## config.mk

```make
export PLATFORM = sky130hd
export DESIGN_NAME = unsorted_array_max_priority_queue
export DESIGN_NICKNAME = d
export VERILOG_FILES = /design/src/hdl/uapq_pkg.sv /design/src/hdl/uapq_max_track.sv /design/src/hdl/unsorted_array_max_priority_queue.sv
export SDC_FILE = /design/constraint.sdc
export NUM_CORES = 1
export LEC_CHECK = 0
export BUFFER_PORTS_ARGS = -buffer_cell sky130_fd_sc_hd__buf_2
export CAP_MARGIN = 20
export CORE_MARGIN = 2
export CORE_UTILIZATION = 50
export DETAILED_ROUTE_END_ITERATION = 6
export PLACE_DENSITY = 0.66
export RECOVER_POWER = 50
export SYNTH_ARGS = -nofsm -noshare
export SYNTH_HDL_FRONTEND = slang
export SYNTH_HIERARCHICAL = 1
export SYNTH_SLANG_ARGS = --single-unit
```

## constraint.sdc

```tcl
create_clock -name clock -period 6.1 [get_ports clock]
set_clock_uncertainty 0.2 [all_clocks]
set_input_delay 0.61 -clock clock [delete_from_list [all_inputs] [get_ports clock]]
set_output_delay 0.61 -clock clock [all_outputs]
set_load 0.005 [all_outputs]
```

## src/hdl/uapq_pkg.sv

```systemverilog
package uapq_pkg;

   localparam int CMD_W   = 2;
   localparam int VALUE_W = 32;
   localparam int RANK_W  = 31;
   localparam int STAT_W  = 2;
   localparam int OCC_W   = 5;

   typedef logic [CMD_W-1:0]          cmd_type;
   typedef logic signed [VALUE_W-1:0] value_type;
   typedef logic [RANK_W-1:0]         rank_type;
   typedef logic [STAT_W-1:0]         status_type;
   typedef logic [OCC_W-1:0]          occ_type;

   localparam cmd_type CMD_PUSH = 2'd0;
   localparam cmd_type CMD_POP  = 2'd1;
   localparam cmd_type CMD_PEEK = 2'd2;

   localparam status_type STAT_OK    = 2'd0;
   localparam status_type STAT_EMPTY = 2'd1;
   localparam status_type STAT_FULL  = 2'd2;

   typedef struct packed {
      cmd_type   command;
      value_type value;
      rank_type  priority_req;
   } req_payload_type;

   typedef struct packed {
      value_type  result_value;
      status_type status;
      occ_type    occupancy;
   } rsp_payload_type;

   // One stored queue entry.
   typedef struct packed {
      rank_type  rank;
      value_type value;
   } entry_type;

   // Control from the sequencer to the max tracker.
   typedef struct packed {
      logic sample;
      logic first;
   } scan_ctl_type;

endpackage

```

## src/hdl/uapq_max_track.sv

```systemverilog
module uapq_max_track #(
   parameter int IDX_W = 4
) (
   input  logic                    clock,
   input  uapq_pkg::scan_ctl_type  scan_ctl,
   input  uapq_pkg::entry_type     entry,
   input  logic [IDX_W-1:0]        entry_idx,
   output uapq_pkg::value_type     best_value,
   output logic [IDX_W-1:0]        best_idx
);

   uapq_pkg::rank_type  best_rank_ff;
   uapq_pkg::value_type best_value_ff;
   logic [IDX_W-1:0]    best_idx_ff;
   logic                take;

   // Strictly greater keeps the oldest entry among equal ranks.
   assign take = scan_ctl.sample && (scan_ctl.first || (entry.rank > best_rank_ff));

   always_ff @(posedge clock) begin
      if (take) begin
         best_rank_ff  <= entry.rank;
         best_value_ff <= entry.value;
         best_idx_ff   <= entry_idx;
      end
   end

   assign best_value = best_value_ff;
   assign best_idx   = best_idx_ff;

endmodule

```

## src/hdl/unsorted_array_max_priority_queue.sv

```systemverilog
// Max-priority queue kept as an unsorted array of (value, rank) entries.
// Input channel req_*: one command per transfer (push, pop greatest, peek
// greatest). Result channel rsp_*: exactly one result per command, holding
// the popped or peeked value, a status code and the occupancy afterwards.
// The block takes one command at a time; req_ready is high only while idle.
// Push, full push, empty pop/peek and unused codes go straight to the finish
// state. Peek scans all held entries, then finishes. Pop scans, then shifts
// the entries above the chosen one down by one place, then finishes.
// Scan and shift speed is set by the entry memory's single read port: the scan
// reads one entry per cycle into one rank comparator, and the shift that
// closes the gap moves one entry per cycle. The next command is taken in the
// cycle after the result is loaded into the output register, even while
// rsp_valid is still waiting for rsp_ready; if the receiver stalls, the
// following result waits in its final state until the output register frees up.
// A synchronous reset empties the queue and drops any pending result.
module unsorted_array_max_priority_queue #(
   parameter int DEPTH = 16
) (
   input  logic                      clock,
   input  logic                      reset,
   input  logic                      req_valid,
   output logic                      req_ready,
   input  uapq_pkg::req_payload_type req_payload,
   output logic                      rsp_valid,
   input  logic                      rsp_ready,
   output uapq_pkg::rsp_payload_type rsp_payload
);

   localparam int ADDR_W = (DEPTH > 1) ? $clog2(DEPTH) : 1;
   localparam int CNT_W  = $clog2(DEPTH + 1);

   localparam logic [1:0] ST_IDLE   = 2'd0;
   localparam logic [1:0] ST_SCAN   = 2'd1;
   localparam logic [1:0] ST_SHIFT  = 2'd2;
   localparam logic [1:0] ST_FINISH = 2'd3;

   logic [1:0]                state_ff, state_in;
   logic [CNT_W-1:0]          count_ff, count_in;
   logic [CNT_W-1:0]          idx_ff, idx_in;
   logic                      pipe_valid_ff, pipe_valid_in;
   logic [ADDR_W-1:0]         pipe_idx_ff, pipe_idx_in;
   uapq_pkg::cmd_type         cmd_ff, cmd_in;
   uapq_pkg::value_type       res_value_ff, res_value_in;
   uapq_pkg::status_type      res_status_ff, res_status_in;
   logic                      rsp_valid_ff, rsp_valid_in;
   uapq_pkg::rsp_payload_type rsp_payload_ff, rsp_payload_in;

   uapq_pkg::entry_type       mem [DEPTH];
   uapq_pkg::entry_type       rd_data_ff;
   uapq_pkg::entry_type       mem_wdata;
   logic [ADDR_W-1:0]         mem_waddr;
   logic                      mem_we;

   uapq_pkg::scan_ctl_type    scan_ctl;
   uapq_pkg::value_type       best_value;
   logic [ADDR_W-1:0]         best_idx;
   logic                      req_fire;
   logic                      issue;
   logic                      drained;

   assign req_ready   = (state_ff == ST_IDLE);
   assign req_fire    = req_valid && req_ready;
   assign rsp_valid   = rsp_valid_ff;
   assign rsp_payload = rsp_payload_ff;

   assign issue   = (idx_ff < count_ff);
   assign drained = (idx_ff == count_ff) && !pipe_valid_ff;

   // Entry memory: one write port, one registered read port.
   always_ff @(posedge clock) begin
      if (mem_we) begin
         mem[mem_waddr] <= mem_wdata;
      end
      rd_data_ff <= mem[idx_ff[ADDR_W-1:0]];
   end

   uapq_max_track #(
      .IDX_W (ADDR_W)
   ) u_max_track (
      .clock      (clock),
      .scan_ctl   (scan_ctl),
      .entry      (rd_data_ff),
      .entry_idx  (pipe_idx_ff),
      .best_value (best_value),
      .best_idx   (best_idx)
   );

   always_comb begin
      state_in       = state_ff;
      count_in       = count_ff;
      idx_in         = idx_ff;
      pipe_valid_in  = 1'b0;
      pipe_idx_in    = pipe_idx_ff;
      cmd_in         = cmd_ff;
      res_value_in   = res_value_ff;
      res_status_in  = res_status_ff;
      rsp_valid_in   = rsp_valid_ff && !rsp_ready;
      rsp_payload_in = rsp_payload_ff;
      mem_we         = 1'b0;
      mem_waddr      = count_ff[ADDR_W-1:0];
      mem_wdata.rank  = req_payload.priority_req;
      mem_wdata.value = req_payload.value;
      scan_ctl.sample = 1'b0;
      scan_ctl.first  = (pipe_idx_ff == '0);

      case (state_ff)
         ST_IDLE: begin
            if (req_fire) begin
               cmd_in        = req_payload.command;
               res_value_in  = '0;
               res_status_in = uapq_pkg::STAT_OK;
               idx_in        = '0;
               state_in      = ST_FINISH;
               case (req_payload.command)
                  uapq_pkg::CMD_PUSH: begin
                     if (count_ff < CNT_W'(DEPTH)) begin
                        mem_we   = 1'b1;
                        count_in = count_ff + 1'b1;
                     end else begin
                        res_status_in = uapq_pkg::STAT_FULL;
                     end
                  end
                  uapq_pkg::CMD_POP, uapq_pkg::CMD_PEEK: begin
                     if (count_ff == '0) begin
                        res_status_in = uapq_pkg::STAT_EMPTY;
                     end else begin
                        state_in = ST_SCAN;
                     end
                  end
                  default: begin
                  end
               endcase
            end
         end
         ST_SCAN: begin
            // Reads are registered, so each entry reaches the comparator in the cycle after its read.
            if (issue) begin
               pipe_valid_in = 1'b1;
               pipe_idx_in   = idx_ff[ADDR_W-1:0];
               idx_in        = idx_ff + 1'b1;
            end
            scan_ctl.sample = pipe_valid_ff;
            if (drained) begin
               res_value_in = best_value;
               if (cmd_ff == uapq_pkg::CMD_POP) begin
                  idx_in   = CNT_W'(best_idx) + 1'b1;
                  state_in = ST_SHIFT;
               end else begin
                  state_in = ST_FINISH;
               end
            end
         end
         ST_SHIFT: begin
            // Entry read at address j is written back at j - 1 in the following cycle.
            if (issue) begin
               pipe_valid_in = 1'b1;
               pipe_idx_in   = idx_ff[ADDR_W-1:0];
               idx_in        = idx_ff + 1'b1;
            end
            if (pipe_valid_ff) begin
               mem_we    = 1'b1;
               mem_waddr = pipe_idx_ff - 1'b1;
               mem_wdata = rd_data_ff;
            end
            if (drained) begin
               count_in = count_ff - 1'b1;
               state_in = ST_FINISH;
            end
         end
         ST_FINISH: begin
            if (!rsp_valid_ff || rsp_ready) begin
               rsp_valid_in                = 1'b1;
               rsp_payload_in.result_value = res_value_ff;
               rsp_payload_in.status       = res_status_ff;
               rsp_payload_in.occupancy    = uapq_pkg::occ_type'(count_ff);
               state_in                    = ST_IDLE;
            end
         end
         default: begin
            state_in = ST_IDLE;
         end
      endcase
   end

   always_ff @(posedge clock) begin
      if (reset) begin
         state_ff      <= ST_IDLE;
         count_ff      <= '0;
         pipe_valid_ff <= 1'b0;
         rsp_valid_ff  <= 1'b0;
      end else begin
         state_ff      <= state_in;
         count_ff      <= count_in;
         pipe_valid_ff <= pipe_valid_in;
         rsp_valid_ff  <= rsp_valid_in;
      end
   end

   always_ff @(posedge clock) begin
      idx_ff         <= idx_in;
      pipe_idx_ff    <= pipe_idx_in;
      cmd_ff         <= cmd_in;
      res_value_ff   <= res_value_in;
      res_status_ff  <= res_status_in;
      rsp_payload_ff <= rsp_payload_in;
   end

   a_count_bound: assert property (@(posedge clock) disable iff (reset)
      count_ff <= CNT_W'(DEPTH))
      else $error("entry count exceeds the queue depth");

   a_idle_drained: assert property (@(posedge clock) disable iff (reset)
      (state_ff == ST_IDLE) |-> !pipe_valid_ff)
      else $error("read pipeline still busy while idle");

   a_shift_nonempty: assert property (@(posedge clock) disable iff (reset)
      (state_ff == ST_SHIFT) |-> (count_ff != '0))
      else $error("shift started on an empty queue");

   a_finish_result: assert property (@(posedge clock) disable iff (reset)
      (state_ff == ST_FINISH) && (!rsp_valid_ff || rsp_ready) |=> rsp_valid_ff)
      else $error("finished command produced no result");

endmodule
```

* After elaboration in Yosys (flattened, before gate mapping)
Memories as Yosys holds them, arrays and structs flattened. A register that Yosys moved wholly into a read port is not among the register bits.
Index checks and enable logic that the tools add are counted.
** Operators by class
- Muxes and demuxes :: 39
- Magnitude comparators :: 3
- Reductions and logical operators :: 26
- Eq/ne operators :: 13
- Add/subtract/negate cells :: 5
- Bitwise gates (word level) :: 1
** Operator list (number)
- two-way mux 63 bit :: 2
- two-way mux 32 bit :: 2
- case mux 32 bit (2 select lines) :: 1
- two-way mux 5 bit :: 8
- > comparator 31 bit :: 1
- case mux 5 bit (3 select lines) :: 1
- two-way mux 2 bit :: 7
- two-way mux 1 bit :: 12
- adder 5 x 1 -> 5 bit, second input constant :: 2
- case mux 5 bit (2 select lines) :: 1
- two-way mux 4 bit :: 2
- case mux 2 bit (4 select lines) :: 1
- AND reduction 2 bit :: 4
- == test 2 x 1 -> 1 bit, second input constant :: 3
- == test 2 bit, second input constant :: 3
- != test 2 x 1 -> 1 bit, second input constant :: 3
- != test 2 bit, second input constant :: 3
- OR reduction 2 bit :: 3
- adder 4 x 1 -> 5 bit, second input constant :: 1
- == test 5 bit :: 1
- logical NOT 5 bit :: 1
- < comparator 5 bit :: 1
- < comparator 5 bit, second input constant :: 1
- AND reduction 5 bit :: 1
- other kinds (14) :: 22
** Word-level totals
- Output and inout bits :: 41
- Bits of input ports :: 69
- Register bits after elaboration :: 160
- Memories kept :: 1
- Memory bits (writable) :: 1008
- Word-level logic and storage cells :: 103
** Memory list
- mem :: words 16, bits a word 63, read ports 1, clocked after Yosys merged registers in 1, wr ports 1, line unsorted_array_max_priority_queue.sv:48 : uapq_pkg::entry_type mem [DEPTH];

* Depth between registers and ports, before layout
Gate-level depths: netlist (run 1).
- Depth after elaboration :: 7
- Gate-level depth with buffers :: 11
- Mapped depth without buffers :: 9

* Hierarchy
Netlist (run 1), hierarchy kept.
** Modules (own cells, without submodules)
- unsorted_array_max_priority_queue :: area an instance 44466.4 sq um, seq. area each 34232.8 sq um, times used 1, cells each 2425
- uapq_max_track :: area an instance 2813.9 sq um, seq. area each 2011.9 sq um, times used 1, cells each 176

* Worst setup path before layout (run 1)
Ideal clock, no wire load.
- Path kind :: reg2reg
- From :: register pipe_idx_ff[0]
- To :: register u_max_track.best_idx_ff[0], in the netlist u_max_track/best_idx[0], enable pin
- Setup time :: 0.510 ns
- Slack :: 0.904 ns
- Arrival time :: 4.486 ns
- Buffers on the path :: 0
- Cell stages (with the launch flop) :: 8
- Data required time :: 5.390 ns
- Clock period less this slack :: 5.196 ns
- Cells stage by stage :: edfxtp_1 > inv_1 > ha_1 > nor3b_1 > nand4b_1 > nor2_1 > a31oi_1 > a21boi_1
** RTL lines
- start, declared :: line unsorted_array_max_priority_queue.sv:41 : logic [ADDR_W-1:0] pipe_idx_ff, pipe_idx_in;
- start signal, assigned :: line unsorted_array_max_priority_queue.sv:201 : pipe_idx_ff <= pipe_idx_in;
- end signal, assigned :: line uapq_max_track.sv:24 : best_idx_ff <= entry_idx;
- end, declared :: line uapq_max_track.sv:14 : logic [IDX_W-1:0] best_idx_ff;

* Worst setup path in the final report (run 1)
- From :: register idx_ff[3]
- To :: register state_ff[0]
** Between the ends
- Longest elaborated chain between the ends :: 4
- Elaborated cells between the ends (all ways) :: 5
- Those cells by class :: eq/ne (3); reduce/logical (2)
** Ends and longest elaborated chain
- start, declared :: line unsorted_array_max_priority_queue.sv:39 : logic [CNT_W-1:0] idx_ff, idx_in;
- start signal, assigned :: line unsorted_array_max_priority_queue.sv:200 : idx_ff <= idx_in;
- == test 5 bit * :: line unsorted_array_max_priority_queue.sv:67 : assign drained = (idx_ff == count_ff) && !pipe_valid_ff;
- logical AND 1 bit * :: line unsorted_array_max_priority_queue.sv:67
- != test 2 bit (no line)
- AND reduction 4 bit (no line) *
- end signal, assigned :: line unsorted_array_max_priority_queue.sv:192 : state_ff <= state_in;
- end, declared :: line unsorted_array_max_priority_queue.sv:37 : logic [1:0] state_ff, state_in;
Mark *: on every way between the ends. The rest lies on a longest branch, timed or not.
A chain may end at the register's enable or synchronous reset.

==> results of run 1 <==
repair_timing:
item / 4_1_cts / 5_1_grt
hold endpoints to repair: 8 / 0
buffers inserted: 0 / 0
hold buffers: 3 / 0
cells in the final DEF (no fill, tap or decap), types with 64 or more instances in the layout:
master and count:
a221oi_1 65, a22oi_1 64, mux4_2 126, mux2i_1 193, dfxtp_1 72, nand2_1 264
clkbuf_16 119, a21oi_1 76, buf_2 80, edfxtp_1 1159, o21ai_0 134
sequential cells by signal, summed over array words and instances, names as in the netlist, 5 cells and up:
register	flops
mem	1008
count_ff	5
res_value_ff	32
idx_ff	5
rd_data_ff	63
u_max_track/best_value	32
u_max_track/best_rank_ff	31
rsp_payload	39
layout make-up:
type / count / area [sq um]
repair buffers: 156 / 1072
clock buffers: 146 / 3199
fillers: 6896 / 39790
clock inverters: 80 / 1006
flip-flops and latches: 1231 / 36240
well taps: 1254 / 1569
multi-input cells: 1199 / 10420
inverters: 46 / 172.7
critical path: cells and delay by family (launching register included):
family	cells	cell delay [ns]
AO/OA/AOI/OAI	3	1.01
adder cells (fa/ha/maj)	1	1.13
buffers and inverters	1	1.83
flip-flops	1	0.35
AND/OR/NAND/NOR	2	0.39
per-stage QoR:
| stage | std cells | power (mW) | hold slack, ns | util |
|---|---|---|---|---|
| finish | 4112 | 23.52 | 0.01740 | 0.5743 |
| global route | 4112 | 24.48 | 0.04577 | 0.5743 |
| CTS | 4112 | 23.66 | 0.01737 | 0.5753 |
| detailed placement | 3883 | 15.95 | 0.2045 | 0.5300 |
| global placement | 3881 | 15.83 | 0.2028 | 0.5294 |
| floorplan | 2601 | 14.27 | 0.2003 | - |
power by group through the flow:
| stage | logic (mW) | registers, mW | clock network (mW) |
|---|---|---|---|
| after floorplan | 3.73 | 10.5 | 0 |
| after global placement | 5.16 | 10.7 | 0 |
| after detailed placement | 5.25 | 10.7 | 0 |
| after CTS | 5.28 | 10.5 | 7.86 |
| after global routing | 5.71 | 10.6 | 8.19 |
| final | 5.26 | 10.5 | 7.73 |
routing by layer:
layer / vias to the layer above / share of wire / track usage
met5: - / 0 / 0
met2: 887 / 0.47 / 0.3466
met4: 0 / 0.025 / 0.06862
met3: 167 / 0.069 / 0.03867
met1: 12590 / 0.43 / 0.3152
li1: 10620 / - / -
logic make-up (layout without fill, tap and decap cells):
| logic type | after synthesis | count (layout) | synth area share |
|---|---|---|---|
| flops | 1231 | 1231 | 0.7666 |
| mux | 382 | 382 | 0.1159 |
| compound gates | 373 | 373 | 0.05065 |
| fa+ha+maj | 50 | 50 | 0.01339 |
| simple gates | 383 | 383 | 0.03538 |
| xor+xnor | 11 | 11 | 0.002038 |
| buf+inv | 171 | 428 | 0.01606 |
how the worst max path moves through the flow:
stage                                  start                           endpoint  slack, ns  cells after the start
detailed placement  state_ff[0]$_SDFFE_PP0P_               mem[7][59]$_DFFE_PP_       1.95                      6
global route             idx_ff[3]$_DFFE_PP_     res_value_ff[25]$_SDFFCE_PN0P_       0.92                      6
finish                   idx_ff[3]$_DFFE_PP_           state_ff[0]$_SDFFE_PP0P_       1.05                      7
global placement    state_ff[0]$_SDFFE_PP0P_               mem[7][47]$_DFFE_PP_       2.08                      6
floorplan           pipe_idx_ff[0]$_DFFE_PP_  u_max_track/best_idx[0]$_DFFE_PP_       0.90                      7
CTS                 state_ff[0]$_SDFFE_PP0P_               mem[7][59]$_DFFE_PP_       1.91                      6
==> impl_metrics.ini, run 1 <==
[global_route]
grt_usage = 0.2199
grt_max_degree = 131
antenna_found_initial = 1
grt_overflow = 0
grt_pass1_vias = 24740
grt_pass1_wl_um = 158900

[timing]
rsz0062_at_grt = false
slew_viol_final = 268
post-route-period-util = 0.8275
post-route-min-period_ns = 5.048
setup_viol = 0
fin_ws_ns = 1.052
tns_ns = 0
worst_slew_pin_slew_ns = 3.639
max_freq_mhz = 198.1
relSlewSlack = -1.426
hold_viol = 0

[route]
drc = 0
firstDrtPassIters = 5
ant_nets = 0
vias_per_cell = 5.900
vias = 24260
finalWirelength_um = 106600
wl_per_cell_um = 25.92
drt_iter0_drc = 2391

[floorplan]
dieArea_sq_um = 97040
initial_utilization = 0.5058
io_pins = 110
die_x_um = 311.5
die_h_um = 311.5
row_count = 112
coreArea_sq_um = 93470

[synth]
yosys_warnings = 6
yosys.cell_types.count = 55
yosysMostFrequentCell = edfxtp_1
syn-num-nets = 2720
synth_edf_count = 1159
synth_commonest_cells = 1159 x edfxtp_1, 266 x nand2_1, 193 x mux2i_1
synth-main-ff-cell = edfxtp_1
ys_ff_latch = 1231
yosysTopAreaCell = edfxtp_1
yosysSeqAreaShare = 0.7666
synth_top_area_frac = 0.7361
async_flop_share = 0
synth_area_leaders = edfxtp_1 74%, mux4_2 6.0%, mux2i_1 4.1%
synthesis.area_sq_um = 47280
syn_inst = 2601
avgSynthCellArea_sq_um = 18.18

[clocking]
clk_path_buf_depth = 3
clkTransAtPathRegs_ns = 0.06
cts_buffers = 118
clkLatencyLatePin_ns = 0.70
cts_sinks = 1231
cts_tree = yes
cts-resized-gates = 0
cts_root_buffer = clkbuf_16
ctsHtreeMaxLevel = 3

[layout]
drive_gt1_frac = 0.1868
diodes = 0
syn2layout_area_growth_pct = 13.54
nets = 2871
final_area_sq_um = 53680

[power]
power_frac_seq = 0.447
power_density_nw_per_um2 = 438.0
p_switching_mw = 6.692
leakage_nw = 17.77
ir_drop_mv = 0.2646
internal-power_mw = 16.82
clock_power_share = 0.329
comb_power_share = 0.224
netSwitchingFraction = 0.2846

[critical_path]
reg2reg_depth = 7
worst_setup_path_start_kind = register
crit_top_cell = a221oi_1
crit_path_max_fanout = 130
path_cells = clkbuf_2 -> ha_1 -> nand2_1 -> or2_4 -> a221oi_1 -> o21ai_0 -> a221oi_1
slowest_delay_ns = 1.83
crit_type = reg -> reg
end_kind = register
r2r_start = idx_ff[3]$_DFFE_PP_
worstReg2RegEnd = state_ff[0]$_SDFFE_PP0P_
ff2ff_setup_slack_ns = 1.05
cpMaxStageDelayCell = clkbuf_2
critPathArrivalTime_ns = 5.44
required_ns = 6.50

[placed_design]
dp_hpwl_um = 58650
place_congestion = 0.8027
dp_slack_ns = 1.948
io_buffers = 109
placed_cell_area_sq_um = 49540

[min_path]
min_to = rsp_valid$_SDFF_PP0_
min_path_type = in -> reg
hold_start = rsp_ready
whs_path_depth = 4

[outcome]
violations = capacitance limit, slew limit
status = finished, violations left

[run]
cap_violations = 4
(Power assumes the default switching activity.)
==> inputs of run 2 (changes only) <==
--- a/config.mk
+++ b/config.mk
@@ -10,7 +10,7 @@
 export CORE_MARGIN = 2
 export CORE_UTILIZATION = 50
 export DETAILED_ROUTE_END_ITERATION = 6
-export PLACE_DENSITY = 0.66
+export PLACE_DENSITY = 0.69
 export RECOVER_POWER = 50
 export SYNTH_ARGS = -nofsm -noshare
 export SYNTH_HDL_FRONTEND = slang
==> constraint.sdc (replaced) <==
create_clock -name clock -period 4.5 [get_ports clock]
set_clock_uncertainty 0.2 [all_clocks]
set_input_delay 0.45 -clock clock [delete_from_list [all_inputs] [get_ports clock]]
set_output_delay 0.45 -clock clock [all_outputs]
set_load 0.005 [all_outputs]
==> run 2 against run 1 <==
The flow still finishes with violations (capacitance limit, slew limit); first-iteration DRC count down 7.1%; sequential share of layout area up 0.34 points; clock power rose by 27%; global-route usage shrank 0.35 points; total power rose by 33%; sequential power up 36%; combinational power up 37%; count of clock-buffer cells in the layout up 18; via count up 0.14%; wire length is 0.88% lower; setup slack got worse by 0.57 ns; highest routed layer is now met5; final area decreased by 0.49%.
==> impl_metrics.ini, run 2 (synthesized netlist as in run 1, its figures left out) <==
[critical_path]
required_ns = 4.62
end_kind = register
ff2ff_setup_slack_ns = 0.48
crit_type = reg -> reg
worst_setup_path_start_kind = register
critPathArrivalTime_ns = 4.14
crit_path_max_fanout = 54
path_cells = inv_1 -> ha_1 -> and2_0 -> nand3_1 -> or3_1 -> o32a_1 -> nor2_1 -> buf_12
slowest_delay_ns = 0.83
cp_top_family = simple AND/OR/NAND/NOR gates
cpMaxStageDelayCell = nor2_1
worst-path-buf-inv = 2

[layout]
layout_common_cells = 1159 x edfxtp_1, 265 x nand2_1, 193 x mux2i_1, 134 x o21ai_0, 126 x mux4_2
largest-register = mem
final-seq-area_sq_um = 36240
layout.core_utilization = 0.5715
diodes = 0
final_common_cell = edfxtp_1
nets = 2883
fillerInstances = 6834
multi_input_area_sq_um = 10400
largest_register_ff_count = 1008
finalNonFillerCells = 4120
drive_gt1_frac = 0.1835
syn2layout_area_growth_pct = 12.98

[outcome]
violations = capacitance limit, slew limit
status = finished, violations left

[placed_design]
dp_slack_ns = 0.7107
dp_hpwl_um = 59080
place_congestion = 0.7834
io_buffers = 109
placed_cells = 3896

[timing]
post-route-period-util = 0.8922
hold_viol = 0
fin_ws_ns = 0.4850
setup_viol = 0
slew_viol_final = 339
max_freq_mhz = 249.1
post-route-min-period_ns = 4.015
worst_slew_pin_slew_ns = 2.269
relSlewSlack = -0.5125
rsz0062_at_grt = false

[route]
finalWirelength_um = 105700
drt_iter0_drc = 2222
drc = 0
firstDrtPassIters = 5
vias = 24300
wl_per_cell_um = 25.64
vias_per_cell = 5.897
ant_nets = 0

[global_route]
grt_usage = 0.2165
grt_pass1_wl_um = 157300
grt_overflow = 0
grt_pass1_vias = 24760
grt_max_degree = 130
antenna_found_initial = 4

[floorplan]
row_count = 112
coreArea_sq_um = 93470
initial_utilization = 0.5058
die_h_um = 311.5
die_x_um = 311.5
io_pins = 110
dieArea_sq_um = 97040

[clocking]
clkTransAtPathRegs_ns = 0.06
cts_buffers = 116
ctsHtreeMaxLevel = 3
cts_root_buffer = clkbuf_16
post_cts_buffers = 0
clkLatencyLatePin_ns = 0.70
cts_sinks = 1231
cts_tree = yes
clk_path_buf_depth = 3

[power]
ir_drop_mv = 0.4745
power_density_nw_per_um2 = 585.5
leakage_nw = 17.65

[run]
cap_violations = 6

[min_path]
min_path_type = in -> reg
## run 2: worst paths after layout
| path | to | from | cells past startpoint |
|---|---|---|---|
| worst max-delay path | mem[7][16]$_DFFE_PP_ | state_ff[0]$_SDFFE_PP0P_ | 8 |
| worst min register to register | rsp_payload[23]$_DFFE_PP_ | res_value_ff[16]$_SDFFCE_PN0P_ | 0 |
| worst max register to register | mem[7][16]$_DFFE_PP_ | state_ff[0]$_SDFFE_PP0P_ | 8 |
| worst min-delay path | cmd_ff[0]$_DFFE_PP_ | req_valid | 2 |
## run 2: layer usage
metal | part of all wire | up-vias | GRT usage | wire length [um]
met2 | 0.51 | 862 | 0.3693 | 53510
met5 | 0.00027 | - | 0 | 28
met3 | 0.067 | 153 | 0.03387 | 7068
met4 | 0.022 | 6 | 0.06050 | 2368
li1 | - | 10630 | - | -
met1 | 0.40 | 12640 | 0.2901 | 42680
## run 2: power by group
part           internal [mW]  switching [mW]  leakage (nW)
logic                   2.77            4.45          4.69
clock network           5.66            4.13          1.88
registers               13.8           0.474          11.1
total                   22.2            9.06          17.6
## run 2: worst register-to-register path, cell delays in order, from the launching register on
cell     delay, ns
dfxtp_1       0.35
inv_1         0.14
ha_1          0.31
and2_0        0.34
nand3_1       0.22
or3_1         0.39
o32a_1        0.34
nor2_1        0.83
buf_12        0.44
## run 2: area by class of cell
cell class                      instances  share of cell area
Timing Repair Buffer                  170             0.02204
Multi-Input combinational cell       1199              0.1947
Tap cell                             1254             0.02937
Clock buffer                          164             0.06076
Sequential cell                      1231              0.6785
Inverter                               46            0.003232
Clock inverter                         56             0.01141
## run 2: per-stage QoR
| step | total power, mW | cell area (sq um) | hold WS [ns] | TNS, ns |
|---|---|---|---|---|
| after CTS | 31.51 | 53550 | 0.02137 | 0 |
| after global routing | 32.55 | 53420 | 0.1195 | 0 |
| after detailed placement | 21.74 | 49660 | 0.2045 | 0 |
| final | 31.28 | 53420 | 0.1174 | 0 |
| after floorplan | 19.34 | 47280 | 0.2003 | -407.45 |
| after global placement | 21.54 | 49640 | 0.2005 | 0 |
## run 2: timing repair
| item | in CTS | in global routing |
|---|---|---|
| hold buffers | 4 | 0 |
| endpoints found under the hold margin | 12 | 0 |
| gates resized for setup | 0 | 0 |
